File: config.mk
export PLATFORM = sky130hd
export DESIGN_NAME = deflate_fixed_huffman_token_encoder_flat
export DESIGN_NICKNAME = d
export VERILOG_FILES = /design/src/hw/rtl/dfhe_pkg.sv /design/src/hw/rtl/dfhe_if.sv /design/src/hw/rtl/dfhe_front.sv /design/src/hw/rtl/dfhe_queue.sv /design/src/hw/rtl/dfhe_back.sv /design/src/hw/rtl/deflate_fixed_huffman_token_encoder.sv /design/src/flat_wrapper.sv
export VERILOG_INCLUDE_DIRS = /design/src /design/src/hw/rtl
export SDC_FILE = /design/constraint.sdc
export NUM_CORES = 1
export LEC_CHECK = 0
export ABC_AREA = 1
export BUFFER_PORTS_ARGS = -buffer_cell sky130_fd_sc_hd__buf_4
export CAP_MARGIN = 20
export CORE_ASPECT_RATIO = 2
export CORE_MARGIN = 3
export CORE_UTILIZATION = 35
export DETAILED_ROUTE_END_ITERATION = 6
export SLEW_MARGIN = 10
export SYNTH_ARGS = -nofsm -noshare
export SYNTH_HDL_FRONTEND = slang
export SYNTH_HIERARCHICAL = 1
export SYNTH_SLANG_ARGS = --single-unit
export TNS_END_PERCENT = 1
File: constraint.sdc
create_clock -name clk -period 7 [get_ports clk]
set_input_delay 1.05 -clock clk [delete_from_list [all_inputs] [get_ports clk]]
set_output_delay 1.05 -clock clk [all_outputs]
set_load 0.05 [all_outputs]
File: src/hw/rtl/assert_macros.svh
// ----------------------------------------------------------------------------
// Assertion macros
// Shared concurrent assertion helpers, clocked on clk with rst as disable.
// ----------------------------------------------------------------------------
`ifndef ASSERT_MACROS_SVH
`define ASSERT_MACROS_SVH

// Condition must hold at every clock edge outside reset
`define ASSERT_ALWAYS(label, cond, msg) \
  label: assert property (@(posedge clk) disable iff (rst) (cond)) \
    else $error(msg);

// When ante holds, cons must hold in the next cycle
`define ASSERT_NEXT(label, ante, cons, msg) \
  label: assert property (@(posedge clk) disable iff (rst) (ante) |=> (cons)) \
    else $error(msg);

`endif

File: src/hw/rtl/dfhe_pkg.sv
// ----------------------------------------------------------------------------
// dfhe_pkg
// Types and constants of the DEFLATE fixed-Huffman token encoder.
// ----------------------------------------------------------------------------
package dfhe_pkg;

  // Largest backward distance that the encoder codes
  localparam int MAX_DISTANCE = 32768;

  // Token kinds
  typedef logic [1:0] mode_t;
  localparam mode_t MODE_HEADER  = 2'd0;
  localparam mode_t MODE_LITERAL = 2'd1;
  localparam mode_t MODE_MATCH   = 2'd2;
  localparam mode_t MODE_END     = 2'd3;

  // Packed token: longest match is 8 + 5 + 5 + 13 = 31 bits
  localparam int TOK_BITS_W = 31;
  localparam int TOK_CNT_W  = 5;

  // Bit accumulator: up to 7 pending bits plus one packed token
  localparam int ACC_W     = 38;
  localparam int ACC_CNT_W = 6;

  // Entries in the queue between front and back
  localparam int QUEUE_DEPTH = 2;

  typedef struct packed {
    logic [TOK_BITS_W-1:0] bits;   // stream bits, first bit in the LSB
    logic [TOK_CNT_W-1:0]  nbits;  // number of valid bits
    logic                  eob;    // end of block: flush partial byte
  } tok_t;

endpackage

File: src/hw/rtl/dfhe_if.sv
// ----------------------------------------------------------------------------
// dfhe_if
// Valid/ready channels: token input and stream byte output.
// ----------------------------------------------------------------------------
interface dfhe_token_if;
  import dfhe_pkg::*;

  logic        valid;
  logic        ready;
  mode_t       mode;
  logic [7:0]  literal_byte;
  logic [8:0]  match_length;
  logic [15:0] match_distance;

  modport source (output valid, output mode, output literal_byte,
                  output match_length, output match_distance, input ready);
  modport sink   (input valid, input mode, input literal_byte,
                  input match_length, input match_distance, output ready);
endinterface

interface dfhe_byte_if;
  logic       valid;
  logic       ready;
  logic [7:0] out_byte;
  logic       last_of_run;

  modport source (output valid, output out_byte, output last_of_run, input ready);
  modport sink   (input valid, input out_byte, input last_of_run, output ready);
endinterface

File: src/hw/rtl/dfhe_front.sv
// ----------------------------------------------------------------------------
// dfhe_front
// Accepts tokens, maps them to fixed-Huffman codes and extra bits, and packs
// each token into one LSB-first bit word with its length.
// ----------------------------------------------------------------------------
module dfhe_front (
  input  logic              clk,
  input  logic              rst,
  dfhe_token_if.sink        token,
  output logic              tok_valid,
  input  logic              tok_ready,
  output dfhe_pkg::tok_t    tok
);
  import dfhe_pkg::*;

  // Classified token, stage 1
  typedef struct packed {
    logic [8:0]  sym_bits;  // reversed Huffman code
    logic [3:0]  sym_n;
    logic [4:0]  len_x;     // length extra bits
    logic [2:0]  len_xn;
    logic [4:0]  dst_code;  // reversed 5-bit distance code
    logic [12:0] dst_x;     // distance extra bits
    logic [3:0]  dst_xn;
    logic        is_match;
    logic        eob;
  } class_t;

  localparam logic [16:0] MaxDist     = 17'(MAX_DISTANCE);
  localparam logic [8:0]  Lit8Last    = 9'd143;
  localparam logic [8:0]  Len7Last    = 9'd279;
  localparam logic [8:0]  LenSymBase  = 9'd257;
  localparam logic [8:0]  Code8Base   = 9'h030;
  localparam logic [8:0]  Code9Base   = 9'h190;
  localparam logic [8:0]  Code8HiBase = 9'h0C0;
  localparam logic [8:0]  Code9First  = 9'd144;
  localparam logic [8:0]  Code8HiFirst = 9'd280;

  function automatic logic [8:0] rev9(input logic [8:0] v);
    logic [8:0] r;
    for (int i = 0; i < 9; i++) r[i] = v[8-i];
    return r;
  endfunction

  function automatic logic [4:0] rev5(input logic [4:0] v);
    logic [4:0] r;
    for (int i = 0; i < 5; i++) r[i] = v[4-i];
    return r;
  endfunction

  logic [8:0]  len_c;
  logic [15:0] dst_c;
  logic [7:0]  len_o;
  logic [14:0] dst_o;
  logic [2:0]  len_p;
  logic [3:0]  dst_p;
  logic [1:0]  len_top;
  logic [4:0]  len_slot;
  logic [4:0]  dst_slot;
  logic [8:0]  len_sym;
  logic [8:0]  lit_sym;
  logic [7:0]  code8;
  logic [8:0]  code9;
  class_t      cls;

  logic        s1_valid;
  class_t      s1;
  logic        s2_valid;
  tok_t        s2;
  tok_t        tok_word;
  logic [4:0]  off1;
  logic [4:0]  off2;
  logic        s1_open;
  logic        s2_open;

  // Classify the incoming token
  always_comb begin
    cls      = '0;
    len_top  = '0;
    len_slot = '0;
    dst_slot = '0;
    code8    = '0;
    code9    = '0;

    // clamp length and distance into the coded range
    len_c = token.match_length;
    if (token.match_length < 9'd3) len_c = 9'd3;
    else if (token.match_length > 9'd258) len_c = 9'd258;
    dst_c = token.match_distance;
    if (token.match_distance == '0) dst_c = 16'd1;
    else if ({1'b0, token.match_distance} > MaxDist) dst_c = MaxDist[15:0];
    len_o = 8'(len_c - 9'd3);
    dst_o = 15'(dst_c - 16'd1);

    // leading one positions
    len_p = '0;
    for (int i = 0; i < 8; i++) if (len_o[i]) len_p = 3'(i);
    dst_p = '0;
    for (int i = 0; i < 15; i++) if (dst_o[i]) dst_p = 4'(i);

    // length slot and extra bits
    if (len_o == 8'd255) begin
      len_slot = 5'd28;
    end else if (len_o < 8'd8) begin
      len_slot = 5'(len_o);
    end else begin
      len_top    = 2'(len_o >> (len_p - 3'd2));
      len_slot   = {len_p - 3'd1, len_top};
      cls.len_xn = len_p - 3'd2;
      cls.len_x  = 5'(len_o & ((8'd1 << cls.len_xn) - 8'd1));
    end
    len_sym = LenSymBase + 9'(len_slot);

    // distance slot and extra bits
    if (dst_o < 15'd4) begin
      dst_slot = 5'(dst_o);
    end else begin
      dst_slot   = {dst_p, dst_o[4'(dst_p - 4'd1)]};
      cls.dst_xn = dst_p - 4'd1;
      cls.dst_x  = 13'(dst_o & ((15'd1 << cls.dst_xn) - 15'd1));
    end
    cls.dst_code = rev5(dst_slot);

    lit_sym = {1'b0, token.literal_byte};

    case (token.mode)
      MODE_HEADER: begin
        // BFINAL=1, BTYPE=01
        cls.sym_bits = 9'd3;
        cls.sym_n    = 4'd3;
      end
      MODE_LITERAL: begin
        if (lit_sym <= Lit8Last) begin
          code8        = 8'(Code8Base + lit_sym);
          cls.sym_bits = rev9({code8, 1'b0});
          cls.sym_n    = 4'd8;
        end else begin
          code9        = Code9Base + lit_sym - Code9First;
          cls.sym_bits = rev9(code9);
          cls.sym_n    = 4'd9;
        end
      end
      MODE_MATCH: begin
        cls.is_match = 1'b1;
        if (len_sym <= Len7Last) begin
          cls.sym_bits = rev9({7'(len_slot + 5'd1), 2'b00});
          cls.sym_n    = 4'd7;
        end else begin
          code8        = 8'(Code8HiBase + len_sym - Code8HiFirst);
          cls.sym_bits = rev9({code8, 1'b0});
          cls.sym_n    = 4'd8;
        end
      end
      default: begin
        // end of block: code 256 is seven zero bits
        cls.sym_bits = '0;
        cls.sym_n    = 4'd7;
        cls.eob      = 1'b1;
      end
    endcase
  end

  // Pack the classified fields into one bit word
  always_comb begin
    off1 = 5'(s1.sym_n) + 5'(s1.len_xn);
    off2 = off1 + 5'd5;
    tok_word.eob = s1.eob;
    if (s1.is_match) begin
      tok_word.bits  = TOK_BITS_W'(s1.sym_bits)
                     | (TOK_BITS_W'(s1.len_x) << s1.sym_n)
                     | (TOK_BITS_W'(s1.dst_code) << off1)
                     | (TOK_BITS_W'(s1.dst_x) << off2);
      tok_word.nbits = off2 + 5'(s1.dst_xn);
    end else begin
      tok_word.bits  = TOK_BITS_W'(s1.sym_bits);
      tok_word.nbits = 5'(s1.sym_n);
    end
  end

  // Two-stage pipeline handshake
  assign s2_open     = !s2_valid || tok_ready;
  assign s1_open     = !s1_valid || s2_open;
  assign token.ready = s1_open;
  assign tok_valid   = s2_valid;
  assign tok         = s2;

  always_ff @(posedge clk) begin
    if (rst) begin
      s1_valid <= 1'b0;
      s2_valid <= 1'b0;
    end else begin
      if (s1_open) s1_valid <= token.valid;
      if (s2_open) s2_valid <= s1_valid;
    end
  end

  always_ff @(posedge clk) begin
    if (s1_open && token.valid) s1 <= cls;
    if (s2_open && s1_valid) s2 <= tok_word;
  end

endmodule

File: src/hw/rtl/dfhe_queue.sv
// ----------------------------------------------------------------------------
// dfhe_queue
// Short FIFO of packed tokens between the front and the back.
// ----------------------------------------------------------------------------
module dfhe_queue (
  input  logic           clk,
  input  logic           rst,
  input  logic           wr_valid,
  output logic           wr_ready,
  input  dfhe_pkg::tok_t wr_tok,
  output logic           rd_valid,
  input  logic           rd_ready,
  output dfhe_pkg::tok_t rd_tok
);
  import dfhe_pkg::*;
  `include "assert_macros.svh"

  localparam int PtrW = (QUEUE_DEPTH > 1) ? $clog2(QUEUE_DEPTH) : 1;
  localparam logic [PtrW:0]   Full    = (PtrW+1)'(QUEUE_DEPTH);
  localparam logic [PtrW-1:0] LastPtr = PtrW'(QUEUE_DEPTH - 1);

  tok_t            slots [QUEUE_DEPTH];
  logic [PtrW-1:0] wr_ptr;
  logic [PtrW-1:0] rd_ptr;
  logic [PtrW:0]   count;
  logic            push;
  logic            pop;

  assign wr_ready = (count != Full);
  assign rd_valid = (count != '0);
  assign push     = wr_valid && wr_ready;
  assign pop      = rd_valid && rd_ready;
  assign rd_tok   = slots[rd_ptr];

  // Pointers and fill level
  always_ff @(posedge clk) begin
    if (rst) begin
      wr_ptr <= '0;
      rd_ptr <= '0;
      count  <= '0;
    end else begin
      if (push) wr_ptr <= (wr_ptr == LastPtr) ? '0 : wr_ptr + 1'b1;
      if (pop)  rd_ptr <= (rd_ptr == LastPtr) ? '0 : rd_ptr + 1'b1;
      if (push && !pop) count <= count + 1'b1;
      else if (pop && !push) count <= count - 1'b1;
    end
  end

  // Entry storage
  always_ff @(posedge clk) begin
    if (push) slots[wr_ptr] <= wr_tok;
  end

  `ASSERT_ALWAYS(a_count_bound, count <= Full, "queue fill level beyond depth")
  `ASSERT_NEXT(a_push_fills, push && !pop, count != '0, "transfer in left queue empty")
  `ASSERT_NEXT(a_full_holds, (count == Full) && !pop, count == Full,
               "full queue lost an entry without a transfer out")

endmodule

File: src/hw/rtl/dfhe_back.sv
// ----------------------------------------------------------------------------
// dfhe_back
// Merges packed tokens into the bit accumulator and sends one completed
// byte per cycle through an output register while stream.ready allows;
// flushes at end of block.
module dfhe_back (
  input  logic           clk,
  input  logic           rst,
  input  logic           q_valid,
  output logic           q_ready,
  input  dfhe_pkg::tok_t q_tok,
  dfhe_byte_if.source    stream
);
  import dfhe_pkg::*;
  `include "assert_macros.svh"

  localparam logic [ACC_CNT_W-1:0] ByteBits = ACC_CNT_W'(8);
  localparam logic [ACC_CNT_W-1:0] AccMax   = ACC_CNT_W'(ACC_W);

  logic [ACC_W-1:0]     acc, acc_e, acc_next;
  logic [ACC_CNT_W-1:0] cnt, cnt_e, cnt_next;
  logic                 flush, flush_e, flush_next;
  logic                 have_byte;
  logic                 out_free;
  logic                 emit;
  logic                 emit_last;
  logic                 pop;
  logic                 out_valid;
  logic [7:0]           out_byte;
  logic                 out_last;

  // Byte emission, then merge of the next token into what is left
  always_comb begin
    have_byte = (cnt >= ByteBits) || (flush && (cnt != '0));
    out_free  = !out_valid || stream.ready;
    emit      = have_byte && out_free;

    acc_e   = acc;
    cnt_e   = cnt;
    flush_e = flush;
    if (emit) begin
      if (cnt >= ByteBits) begin
        acc_e = acc >> 8;
        cnt_e = cnt - ByteBits;
      end else begin
        acc_e   = '0;
        cnt_e   = '0;
        flush_e = 1'b0;
      end
    end

    // token done once under a byte remains and no flush is owed
    emit_last = (cnt_e < ByteBits) && !(flush_e && (cnt_e != '0));
    q_ready   = emit_last;
    pop       = emit_last && q_valid;

    acc_next   = acc_e;
    cnt_next   = cnt_e;
    flush_next = flush_e && (cnt_e != '0);
    if (pop) begin
      acc_next   = acc_e | (ACC_W'(q_tok.bits) << cnt_e[2:0]);
      cnt_next   = cnt_e + ACC_CNT_W'(q_tok.nbits);
      flush_next = q_tok.eob;
    end
  end

  always_ff @(posedge clk) begin
    if (rst) begin
      acc       <= '0;
      cnt       <= '0;
      flush     <= 1'b0;
      out_valid <= 1'b0;
    end else begin
      acc   <= acc_next;
      cnt   <= cnt_next;
      flush <= flush_next;
      if (out_free) out_valid <= emit;
    end
  end

  // Output register payload
  always_ff @(posedge clk) begin
    if (emit) begin
      out_byte <= acc[7:0];
      out_last <= emit_last;
    end
  end

  assign stream.valid       = out_valid;
  assign stream.out_byte    = out_byte;
  assign stream.last_of_run = out_last;

  `ASSERT_ALWAYS(a_cnt_bound, cnt <= AccMax, "accumulator holds too many bits")
  `ASSERT_ALWAYS(a_flush_nonempty, !flush || (cnt != '0), "flush owed on empty accumulator")
  `ASSERT_NEXT(a_stall_holds, have_byte && !out_free, $stable(cnt) && $stable(acc),
               "accumulator changed while output stalled")

endmodule

File: src/hw/rtl/deflate_fixed_huffman_token_encoder.sv
// ----------------------------------------------------------------------------
// deflate_fixed_huffman_token_encoder
// DEFLATE fixed-Huffman token encoder: tokens in, compressed bytes out.
// ----------------------------------------------------------------------------
// Usage:
//   token  : one DEFLATE token per transfer (mode 0 header, 1 literal,
//            2 length/distance match, 3 end of block with flush).
//   stream : compressed bytes, first bit in the LSB; last_of_run marks the
//            final byte that a token produces. A token may produce none.
// Path: the first byte of a token passes the two front stages, the queue, the
//   accumulator and the output register in that order.
// Throughput: the back end sends one byte per cycle while stream.ready is high
//   and takes the next token in the cycle the current one's last byte leaves.
//   A token yields up to one byte for a header, up to two for a literal, up
//   to four for a match and up to two for end of block. Tokens are taken back
//   to back while the queue has room.
// Reset: clears the pipeline, queue and accumulator; the stream starts empty.
// Stall: when stream.ready is low the byte holds in the output register, the
//   accumulator holds while a byte waits, and the front keeps taking tokens
//   until its two stages and the two-entry queue fill, then token.ready drops.
// ----------------------------------------------------------------------------
module deflate_fixed_huffman_token_encoder (
  input  logic         clk,
  input  logic         rst,
  dfhe_token_if.sink   token,
  dfhe_byte_if.source  stream
);
  import dfhe_pkg::*;

  logic tf_valid;
  logic tf_ready;
  tok_t tf_tok;
  logic tb_valid;
  logic tb_ready;
  tok_t tb_tok;

  dfhe_front u_front (
    .clk       (clk),
    .rst       (rst),
    .token     (token),
    .tok_valid (tf_valid),
    .tok_ready (tf_ready),
    .tok       (tf_tok)
  );

  dfhe_queue u_queue (
    .clk      (clk),
    .rst      (rst),
    .wr_valid (tf_valid),
    .wr_ready (tf_ready),
    .wr_tok   (tf_tok),
    .rd_valid (tb_valid),
    .rd_ready (tb_ready),
    .rd_tok   (tb_tok)
  );

  dfhe_back u_back (
    .clk     (clk),
    .rst     (rst),
    .q_valid (tb_valid),
    .q_ready (tb_ready),
    .q_tok   (tb_tok),
    .stream  (stream)
  );

endmodule
File: src/flat_wrapper.sv
// flat-port wrapper written by rule: the top's interface ports become plain ports
module deflate_fixed_huffman_token_encoder_flat import dfhe_pkg::*;
  (clk, rst, token_valid, token_mode, token_literal_byte, token_match_length, token_match_distance, token_ready, stream_valid, stream_out_byte, stream_last_of_run, stream_ready);
  dfhe_token_if token_i ();
  dfhe_byte_if stream_i ();
  input  logic clk;
  input  logic rst;
  input wire logic [$bits(token_i.valid)-1:0] token_valid;
  input wire logic [$bits(token_i.mode)-1:0] token_mode;
  input wire logic [$bits(token_i.literal_byte)-1:0] token_literal_byte;
  input wire logic [$bits(token_i.match_length)-1:0] token_match_length;
  input wire logic [$bits(token_i.match_distance)-1:0] token_match_distance;
  output wire logic [$bits(token_i.ready)-1:0] token_ready;
  output wire logic [$bits(stream_i.valid)-1:0] stream_valid;
  output wire logic [$bits(stream_i.out_byte)-1:0] stream_out_byte;
  output wire logic [$bits(stream_i.last_of_run)-1:0] stream_last_of_run;
  input wire logic [$bits(stream_i.ready)-1:0] stream_ready;
  assign token_i.valid = token_valid;
  assign token_i.mode = token_mode;
  assign token_i.literal_byte = token_literal_byte;
  assign token_i.match_length = token_match_length;
  assign token_i.match_distance = token_match_distance;
  assign token_ready = token_i.ready;
  assign stream_valid = stream_i.valid;
  assign stream_out_byte = stream_i.out_byte;
  assign stream_last_of_run = stream_i.last_of_run;
  assign stream_i.ready = stream_ready;
  deflate_fixed_huffman_token_encoder u_core (.clk(clk), .rst(rst), .token(token_i), .stream(stream_i));
endmodule
; ---- Word level (Yosys, flattened, before mapping)
; Memory sizes are Yosys's and may differ from the RTL's. A register that Yosys moved wholly into a read port is not among the register bits.
; Index checks and enable logic that the tools add are counted.
; W data, S select, Z words.
[word_totals]
ff_bits = 143
ramBits = 74
in_bits = 39
memories = 1
[memory_table]
columns = name, words, width, rd, rd_clocked_by_memory_dff, write_ports, line
row1 = u_core.u_queue.slots, 2, 37, 1, 1, 1, dfhe_queue.sv:22  ; tok_t slots [QUEUE_DEPTH];
[classes]
n_addsub = 23
magnitude_cmp = 10
eq_ne = 4
n_shift = 7
muxes = 53
bitwise_logic = 6
reduce_logical = 28
[ops]
columns = cell, n
row1 = $mux W38, 2
row2 = $or A31 B31 Y31, 2
row3 = $mux W4, 13
row4 = $pmux W13 S3, 1
row5 = $or A38 B38 Y38, 1
row6 = $shl A31 B3 Y38, 1
row7 = $or A9 B31 Y31, 1
row8 = $shl A13 B5 Y31, 1
row9 = $shl A5 B4 Y31, 1
row10 = $shl A5 B5 Y31, 1
row11 = $mux W15, 2
row12 = $mux W30, 1
row13 = $mux W3, 6
row14 = $mux W6, 3
row15 = $gt A16 B16 Y1 const B, 1
row16 = $logic_not A16 Y1, 1
row17 = $mux W8, 2
row18 = $lt A15 B3 Y1 const B, 1
row19 = $mux W5, 3
row20 = $sub A15 B1 Y15 const B, 1
row21 = $mux W1, 14
row22 = $mux W14, 1
row23 = $and A13 B13 Y13, 1
row24 = $mux W13, 1
row25 = other kinds (48), 69

; ---- Longest topological paths before layout
; Gate-level depths: netlist (run 1).
[depth]
ltp_word = 22
ltp_mapped = 37

; ---- By module
; Netlist (run 1), hierarchy kept.
[by_module_without_submodules]
columns = mod, n_inst, cells_per_inst, area_per_inst_um2
row1 = dfhe_front, 1, 1053, 7392.1
row2 = dfhe_back, 1, 536, 3662.3
row3 = dfhe_queue, 1, 152, 3061.7

; ---- Least setup slack after synthesis (run 1)
; OpenSTA, ideal clock, no wires.
[synth_timing]
path_type = in2reg
from = in token_match_length[0]
to = reg u_core/u_front/s1[40] (netlist bit), data pin
setup_time_ns = 0.257
arrival_ns = 4.672
setup_slack_ns = 2.071
cell_stages = 32
n_path_buf = 0
cell_sequence = nand2_1 > nand2_1 > nor2_2 > nor2_2 > inv_2 > nand2_1 > nand2_2 > ha_1 > inv_1 > nand2_1 > xnor2_1 > nand2_1 > o21ai_1 > ha_1 > clkinv_1 > nor2_1 > a21oi_1 > nand2_1 > nand2_2 > inv_1 > ha_1 > nand4_1 > nand2_1 > inv_1 > ha_1 > nand3_1 > o21ai_2 > nand2_1 > nand2_1 > inv_1 > nand2_1 > nand2_1
[synth_lines]
columns = item, line
row1 = "start, declared", flat_wrapper.sv:11  ; input wire logic [$bits(token_i.match_length)-1:0] token_match_length;
row2 = "end signal, assigned", dfhe_front.sv:198  ; if (s1_open && token.valid) s1 <= cls;
row3 = "end, declared", dfhe_front.sv:67  ; class_t s1;

==> results of run 1 <==
[power by group]
part / switching [W] / total, W / internal [W]
combinational: 0.00188 / 0.00272 / 0.000841
sequential: 0.000131 / 0.00180 / 0.00167
clock: 0.000489 / 0.00113 / 0.000643
[cell families (layout without fill, tap and decap cells)]
family | after synthesis | count (layout) | synth area share (%)
multiplexers | 42 | 42 | 4.10
buffers and inverters | 248 | 275 | 8.08
XOR/XNOR | 15 | 15 | 1.04
flip-flops | 218 | 218 | 42.6
AND/OR/NAND/NOR | 894 | 894 | 28.8
AO/OA/AOI/OAI | 291 | 291 | 12.3
adder cells (fa/ha/maj) | 33 | 33 | 3.03
[cell usage in the layout (no fill, tap or decap), types with 4 or more instances in the layout]
master     synthesis  final
clkinv_2           0      4
nand4_1           17     17
ha_1              31     31
nand2_1          476    476
nor2_2            10     10
o211ai_1           9      9
xnor2_1            7      7
nor2_1           102    100
clkbuf_16          0     21
o21ai_1           15     15
nand3_2            9      9
mux2_2             7      7
inv_6              0      4
nand2_4            6      6
nor3_1            12     12
mux2_4            30     30
o21ai_0           93     93
nand3_1          201    201
buf_4              7     59
a22oi_1           35     35
o21bai_1           5      5
a31oi_1           23     23
edfxtp_1         165    165
mux2i_1            5      5
dfxtp_1           53     52
nor2_4             9     11
o21ai_2            4      4
xor2_1             6      5
a21oi_1           82     81
inv_1            147    146
nand2_2           22     22
or2_2             15     15
clkinv_1           5      6
a21oi_2            5      5
nand3b_1           5      5
inv_2             23     23
[layout make-up]
class | instances | area, um2
Clock buffer | 24 | 541
Clock inverter | 14 | 149
Fill cell | 4184 | 24200
Inverter | 175 | 657
Multi-Input combinational cell | 1275 | 6990
Sequential cell | 218 | 6020
Tap cell | 525 | 657
Timing Repair Buffer | 62 | 503
[state kept, by name (all words and copies together) (netlist names), named ones only]
signal / flops
u_core/u_back/acc: 38
u_core/u_queue/rd_ptr: 1
u_core/u_front/tok: 37
u_core/u_front/s1: 45
u_core/u_back/stream.valid: 1
u_core/u_queue/count: 2
u_core/u_queue/slots: 74
u_core/u_queue/wr_ptr: 1
u_core/u_back/flush: 1
u_core/u_back/stream.last_of_run: 1
u_core/u_front/tok_valid: 1
u_core/u_back/cnt: 6
u_core/u_back/stream.out_byte: 8
u_core/u_front/s1_valid: 1
[final timing paths]
path	depth (start not counted)	from	end
worst min register to register	0	u_core/u_front/s1[0]	u_core/u_front/tok[0]
worst min-delay path	0	u_core/u_front/s1[0]	u_core/u_front/tok[0]
worst max-delay path	33	token_match_length[0]	u_core/u_front/s1[40]
worst max register to register	14	u_core/u_front/s1[34]	u_core/u_front/tok[5]
[per-layer routing]
metal  wire length, um  part of all wire (%)  vias up  GRT usage (%)
met5                 0                     0        -              0
met2             20100                    57      291           32.8
met4              2750                   7.8        0           11.1
li1                  -                     -     5937              -
met1             11400                    33     5343           14.6
met3               931                   2.6      125           1.42
[stage by stage]
| stage | cell area [um2] | cells | power [W] | hold WS [ns] | setup slack [ns] |
|---|---|---|---|---|---|
| final | 15500 | 2293 | 0.00565 | 0.424 | 1.84 |
| after global routing | 15500 | 2293 | 0.00609 | 0.430 | 1.34 |
| after CTS | 15500 | 2291 | 0.00568 | 0.429 | 1.91 |
| after detailed placement | 14800 | 2253 | 0.00453 | 0.411 | 1.36 |
| after global placement | 14800 | 2252 | 0.00450 | 0.408 | 1.55 |
| after floorplan | 14100 | 1741 | 0.00395 | 0.400 | 2.07 |
==> flow_metrics.py, run 1 <==
metrics = {
    "cts": {
        "cts.sinks": 218,
        "cts_root_buf": "clkbuf_16",
        "clockBufferDepth": 3,
        "hold_buffers": 0,
        "cts_made_buffers": 21,
        "clk_latency_ns": 0.51,
        "clk_pin_slew_ns": 0.06,
        "cts_tree": "built",
        "cts_setup_buffers": 0,
        "htreeDepth": 1,
        "cts_resized": 0,
    },
    "setup_path": {
        "slowest_stage": "o21ai_1",
        "crit_path_start_kind": "input pin",
        "crit_family": "simple AND/OR/NAND/NOR gates",
        "crit_path_max_fanout": 9,
        "worstSetupPathType": "in -> reg",
        "ff2ff_setup_slack_ns": 2.24,
        "required_ns": 7.26,
        "cp_data_arrival_time_ns": 5.42,
        "critPathCaptureType": "flip-flop",
        "crit_buf_inv": 7,
        "critPathMaxStageDelay_ns": 0.38,
        "crit_top_cell": "nand2_1",
    },
    "timing": {
        "finalMaxSlewViolations": 0,
        "tightest_slew_ns": 0.768,
        "fin_worst_skew_ns": 0.0112,
        "setup_tns_ns": 0,
        "fin_crit_sh_pct": 73.7,
        "hold_viol": 0,
        "setup_viol": 0,
        "slew_headroom_pct": 48.3,
        "rsz0062_at_grt": "false",
        "min_period_ns": 5.16,
        "clock.fmax_mhz": 194,
    },
    "cells_and_area": {
        "drive_above_1_share_pct": 14.5,
        "postLayoutCoreUtil_pct": 39.1,
        "diodes": 0,
        "syn_to_final_growth_pct": 9.92,
        "num-nets-final": 1825,
    },
    "logic_synthesis": {
        "syn_inst": 1741,
        "synth_largest_area_cell": "edfxtp_1",
        "synthTopCellsByCount": "476 x nand2_1, 201 x nand3_1, 165 x edfxtp_1",
        "async_reset_ff_share_pct": 0,
        "syn-num-nets": 1813,
        "syn_area_um2": 14100,
        "ys_seq_area_share_pct": 42.6,
        "yosysUniqueCellTypes": 62,
        "netlist_top_cells_area": "edfxtp_1 35%, nand2_1 13%, dfxtp_1 7.5%",
        "synthFlopType": "edfxtp_1",
        "syn_avg_cell_area_um2": 8.11,
        "synth-edff-count": 165,
        "yosysTopAreaCellShare_pct": 35.1,
        "ys_ff_latch": 218,
        "synth.most_common_cell": "nand2_1",
        "synth.yosys.warnings": 6,
    },
    "floorplan": {
        "fp.dieH_um": 290,
        "start_util_pct": 35.6,
        "die_area_um2": 42900,
        "io_pins": 50,
        "core-area_um2": 39700,
        "num_rows": 103,
        "fp.dieW_um": 148,
    },
    "global_route": {
        "antenna_found_initial": 0,
        "grt_pass1_wl_um": 57500,
        "grt_overflow_total": 0,
        "grt_pass1_vias": 11600,
        "grt_max_degree": 46,
        "track_usage_pct": 16.3,
    },
    "power": {
        "cellPowerDensity_nw_per_um2": 364,
        "p_leak_nw": 6.48,
        "peakVddDrop_mv": 0.176,
    },
    "drt": {
        "vias_per_cell": 5.10,
        "wire_per_inst_um": 15.3,
        "drc": 0,
        "ant_nets": 0,
        "firstDrtPassIters": 6,
        "dr.first_iter.drc_count": 467,
        "wl_um": 35200,
        "vias": 11700,
    },
    "job": {
        "drv_cap": 0,
    },
    "run_status": {
        "status": "finished clean",
    },
    "placed_design": {
        "io_buffers": 49,
        "hpwlAfterDp_um": 27800,
        "place.gp.congestion": 1.01,
    },
    "min_path": {
        "hold_class": "reg -> reg",
    },
}
Power figures use the tool's default switching activity.
==> inputs of run 2 (changes only) <==
==> constraint.sdc (replaced) <==
create_clock -name clk -period 5.06 [get_ports clk]
set_input_delay 0.759 -clock clk [delete_from_list [all_inputs] [get_ports clk]]
set_output_delay 0.759 -clock clk [all_outputs]
set_load 0.05 [all_outputs]
==> flow_metrics.py, run 2 (synthesized netlist as in run 1, its figures left out) <==
metrics = {
    "run_status": {
        "status": "finished clean",
    },
    "setup_path": {
        "required_ns": 5.32,
        "worstSetupPathType": "in -> reg",
        "critPathCaptureType": "flip-flop",
        "cp_data_arrival_time_ns": 4.76,
        "crit_top_cell": "nand2_1",
        "crit_buf_inv": 7,
        "crit_path_start_kind": "input pin",
        "cp.depth": 31,
        "crit_family": "simple AND/OR/NAND/NOR gates",
        "critPathMaxStageDelay_ns": 0.33,
        "ff2ff_path_depth": 9,
        "crit_path_max_fanout": 9,
        "slowest_stage": "o21ai_2",
    },
    "power": {
        "cellPowerDensity_nw_per_um2": 499,
        "p_total_w": 0.00776,
        "p_leak_nw": 6.49,
        "peakVddDrop_mv": 0.251,
    },
    "cells_and_area": {
        "top_register": "u_core/u_queue/slots",
        "syn_to_final_growth_pct": 10.1,
        "final_cell_mix": "476 x nand2_1, 201 x nand3_1, 165 x edfxtp_1",
        "drive_above_1_share_pct": 14.7,
        "final_common_cell": "nand2_1",
        "largest_register_ffs": 74,
        "largestRegisters": "u_core/u_queue/slots (74), u_core/u_front/s1 (45), u_core/u_back/acc (38)",
        "num-nets-final": 1834,
        "diodes": 0,
    },
    "drt": {
        "firstDrtPassIters": 6,
        "drc": 0,
        "wire_per_inst_um": 15.0,
        "wl_met1_um": 11400,
        "route.met3.wl_um": 856,
        "dr.first_iter.drc_count": 503,
        "dr_wl_met2_um": 19900,
        "vias_per_cell": 5.07,
        "ant_nets": 0,
        "wl_um": 34500,
        "vias": 11700,
        "top_layer_used": "met4",
    },
    "cts": {
        "cts_root_buf": "clkbuf_16",
        "cts_resized": 0,
        "cts_setup_buffers": 0,
        "clockBufferDepth": 3,
        "clk_pin_slew_ns": 0.07,
        "hold_buffers": 0,
        "cts_tree": "built",
        "cts.sinks": 218,
        "clk_latency_ns": 0.51,
        "cts_made_buffers": 21,
        "htreeDepth": 1,
    },
    "job": {
        "drv_cap": 0,
    },
    "global_route": {
        "grt_max_degree": 46,
        "grt_overflow_total": 0,
        "antenna_found_initial": 0,
        "grt_pass1_vias": 11600,
        "track_usage_pct": 15.9,
        "grt_pass1_wl_um": 56400,
    },
    "floorplan": {
        "num_rows": 103,
        "die_area_um2": 42900,
        "fp.dieH_um": 290,
        "start_util_pct": 35.6,
        "io_pins": 50,
        "core-area_um2": 39700,
        "fp.dieW_um": 148,
    },
    "timing": {
        "setup_viol": 0,
        "finalMaxSlewViolations": 0,
        "fin_crit_sh_pct": 88.9,
        "tightest_slew_ns": 1.01,
        "clock.fmax_mhz": 222,
        "hold_viol": 0,
        "fin_worst_skew_ns": 0.0128,
        "setup_tns_ns": 0,
        "rsz0062_at_grt": "false",
        "min_period_ns": 4.50,
        "slew_headroom_pct": 32.9,
    },
    "placed_design": {
        "place.gp.congestion": 0.939,
        "io_buffers": 49,
        "hpwlAfterDp_um": 27400,
    },
    "min_path": {
        "hold_class": "reg -> reg",
        "hold_depth": 0,
    },
}
run 2: cell types whose count changed in the layout (fill, tap and decap cells not counted), sizes merged:
cell,previous run,this run
inv,174,172
clkinvlp,1,4
clkbuf,24,25
bufinv,2,1
clkinv,12,11
buf,62,71
run 2: worst register-to-register path, stage by stage, from the launching register on:
cell and delay [ns]:
edfxtp_1 0.52, ha_1 0.27, fa_1 0.62, ha_1 0.59
clkinv_1 0.55, o21ai_0 0.40, nand2_1 0.12, o21ai_0 0.63
nand2_1 0.11, a41oi_1 0.19
run 2: path summary, 6_finish.rpt:
path | slack, ns | from | endpoint
setup / recovery | 0.56 | token_match_length[7] | u_core/u_front/s1[40]
hold / removal | 0.42 | u_core/u_front/s1[0] | u_core/u_front/tok[0]
setup reg to reg | 0.87 | u_core/u_front/s1[32] | u_core/u_front/tok[17]
hold reg to reg | 0.42 | u_core/u_front/s1[0] | u_core/u_front/tok[0]
run 2: final cells by class:
class | instances | area [um2]
Clock buffer | 25 | 541
Clock inverter | 13 | 114
Fill cell | 4165 | 24100
Inverter | 175 | 657
Multi-Input combinational cell | 1275 | 6990
Sequential cell | 218 | 6020
Tap cell | 525 | 657
Timing Repair Buffer | 71 | 571
run 2: per-layer routing:
metal	track usage, %	vias to the layer above
met5	0	-
li1	-	5967
met3	1.23	111
met2	32.6	247
met4	9.86	0
met1	14.3	5350
run 2: per-stage QoR:
| stage | cells | utilization, % | setup WS, ns | area [um2] | hold slack [ns] |
|---|---|---|---|---|---|
| after detailed placement | 2262 | 37.4 | 0.0546 | 14900 | 0.405 |
| after floorplan | 1741 | - | 0.422 | 14100 | 0.400 |
| after global routing | 2302 | 39.2 | 0.00451 | 15500 | 0.420 |
| after global placement | 2261 | 37.4 | 0.125 | 14800 | 0.405 |
| final | 2302 | 39.2 | 0.562 | 15500 | 0.415 |
| after CTS | 2300 | 39.1 | 0.601 | 15500 | 0.414 |
run 2: report_power, final:
group,switching [W],internal [W]
logic,0.00259,0.00119
registers,0.000187,0.00232
clock network,0.000655,0.000828
==> inputs of run 3 (changes only) <==
--- a/config.mk
+++ b/config.mk
@@ -11,8 +11,10 @@
 export CAP_MARGIN = 20
 export CORE_ASPECT_RATIO = 2
 export CORE_MARGIN = 3
-export CORE_UTILIZATION = 35
+export CORE_UTILIZATION = 50
+export CTS_CLUSTER_SIZE = 20
 export DETAILED_ROUTE_END_ITERATION = 6
+export PLACE_DENSITY = 0.67
 export SLEW_MARGIN = 10
 export SYNTH_ARGS = -nofsm -noshare
 export SYNTH_HDL_FRONTEND = slang
==> flow_metrics.py, run 3 (synthesized netlist as in run 1, its figures left out) <==
metrics = {
    "power": {
        "p_leak_nw": 6.52,
        "peakVddDrop_mv": 0.304,
        "cellPowerDensity_nw_per_um2": 510,
    },
    "timing": {
        "setup_viol": 0,
        "rsz0062_at_grt": "false",
        "fin_worst_skew_ns": 0.0123,
        "min_period_ns": 4.52,
        "tightest_slew_ns": 1.03,
        "hold_viol": 0,
        "finalMaxSlewViolations": 0,
        "setup_tns_ns": 0,
        "slew_headroom_pct": 31.0,
        "finalWorstSetupSlack_ns": 0.537,
        "fin_crit_sh_pct": 89.4,
        "clock.fmax_mhz": 221,
    },
    "min_path": {
        "hp-start": "u_core/u_front/s1[0]",
        "hold_class": "reg -> reg",
    },
    "setup_path": {
        "worstSetupPathType": "in -> reg",
        "crit_path_start_kind": "input pin",
        "crit_path_max_fanout": 9,
        "ff2ff_setup_slack_ns": 0.85,
        "slowest_stage": "xnor2_1",
        "critPathMaxStageDelay_ns": 0.29,
        "required_ns": 5.31,
        "crit_top_cell": "nand2_1",
        "critPathCaptureType": "flip-flop",
        "cp-startpoint": "token_match_length[7]",
        "cp_data_arrival_time_ns": 4.78,
        "r2r-start": "u_core/u_front/s1[32]",
    },
    "cts": {
        "htreeDepth": 1,
        "clk_pin_slew_ns": 0.07,
        "cts.sinks": 218,
        "clockBufferDepth": 3,
        "cts_setup_buffers": 0,
        "cts_tree": "built",
        "clk_latency_ns": 0.51,
        "cts_made_buffers": 20,
        "cts_root_buf": "clkbuf_16",
    },
    "global_route": {
        "grt_pass1_vias": 11600,
        "grt_pass1_wl_um": 55900,
        "track_usage_pct": 22.4,
        "antenna_found_initial": 0,
        "grt_max_degree": 46,
        "grt_overflow_total": 0,
    },
    "floorplan": {
        "fp.dieW_um": 125,
        "start_util_pct": 51.0,
        "core-area_um2": 27700,
        "die_area_um2": 30400,
        "num_rows": 86,
        "io_pins": 50,
        "fp.dieH_um": 244,
    },
    "cells_and_area": {
        "largestRegisters": "u_core/u_queue/slots (74), u_core/u_front/s1 (45), u_core/u_back/acc (38)",
        "largest_register_ffs": 74,
        "final_common_cell": "nand2_1",
        "postLayoutCoreUtil_pct": 55.5,
        "top_register": "u_core/u_queue/slots",
        "syn_to_final_growth_pct": 8.78,
        "final_cell_mix": "476 x nand2_1, 201 x nand3_1, 165 x edfxtp_1",
        "drive_above_1_share_pct": 15.0,
        "diodes": 0,
        "num-nets-final": 1834,
    },
    "job": {
        "drv_cap": 0,
    },
    "placed_design": {
        "place_ws_ns": -0.0246,
        "io_buffers": 49,
        "place.gp.congestion": 0.985,
        "hpwlAfterDp_um": 27300,
    },
    "drt": {
        "wl_um": 34700,
        "firstDrtPassIters": 5,
        "vias": 11800,
        "dr.first_iter.drc_count": 730,
        "drc": 0,
        "vias_per_cell": 5.55,
        "ant_nets": 0,
        "wire_per_inst_um": 16.3,
    },
    "run_status": {
        "status": "finished clean",
    },
}
-- run 3: cell count changes in the layout (fill, tap and decap cells not counted), sizes merged --
| cell | delta |
|---|---|
| clkinv | +1 |
| clkbuf | -3 |
| inv | +2 |
| buf | +1 |
| clkinvlp | -2 |
-- run 3: critical path, delay by kind of cell --
family	cells	cell delay [ns]
AND/OR/NAND/NOR	18	1.58
XOR/XNOR	1	0.29
AO/OA/AOI/OAI	3	0.29
adder cells (fa/ha/maj)	5	1.09
buffers and inverters	8	0.76
-- run 3: worst paths after layout --
path                                  to  cells after the start
setup / recovery   u_core/u_front/s1[40]                     35
hold reg to reg    u_core/u_front/tok[0]                      0
hold / removal     u_core/u_front/tok[0]                      0
setup reg to reg  u_core/u_front/tok[17]                      9
-- run 3: final cells by class --
type / count / area (um2)
Fill cell: 2602 / 12300
Clock buffer: 22 / 551
Inverter: 175 / 657
Timing Repair Buffer: 72 / 566
Multi-Input combinational cell: 1275 / 7010
Clock inverter: 14 / 118
Sequential cell: 218 / 6020
Tap cell: 352 / 440
-- run 3: power by group --
group	internal [W]	switching [W]	leakage, nW
clock network	0.000852	0.000669	0.330
logic	0.00119	0.00262	4.20
registers	0.00231	0.000179	1.99
-- run 3: repair_timing --
action,4_1_cts,5_1_grt
resized for setup,0,2
hold buffers,0,0
hold endpoints to repair,0,0
setup endpoints to repair,0,7
-- run 3: layer usage --
layer | vias up | wire length [um] | track usage (%)
met1 | 5395 | 11000 | 19.2
met3 | 145 | 993 | 1.78
met4 | 0 | 2670 | 15.6
met2 | 326 | 20000 | 46.6
li1 | 5946 | - | -
met5 | - | 0 | 0
-- run 3: per-stage QoR --
| stage | hold slack [ns] | cell area, um2 | instances | total power [W] |
|---|---|---|---|---|
| 4_1_cts | 0.429 | 15300 | 2127 | 0.00783 |
| 3_5_place_dp | 0.419 | 14700 | 2091 | 0.00629 |
| 3_3_place_gp | 0.406 | 14600 | 2090 | 0.00625 |
| 6_report | 0.427 | 15400 | 2128 | 0.00782 |
| 2_1_floorplan | 0.400 | 14100 | 1741 | 0.00546 |
| 5_1_grt | 0.430 | 15400 | 2128 | 0.00839 |
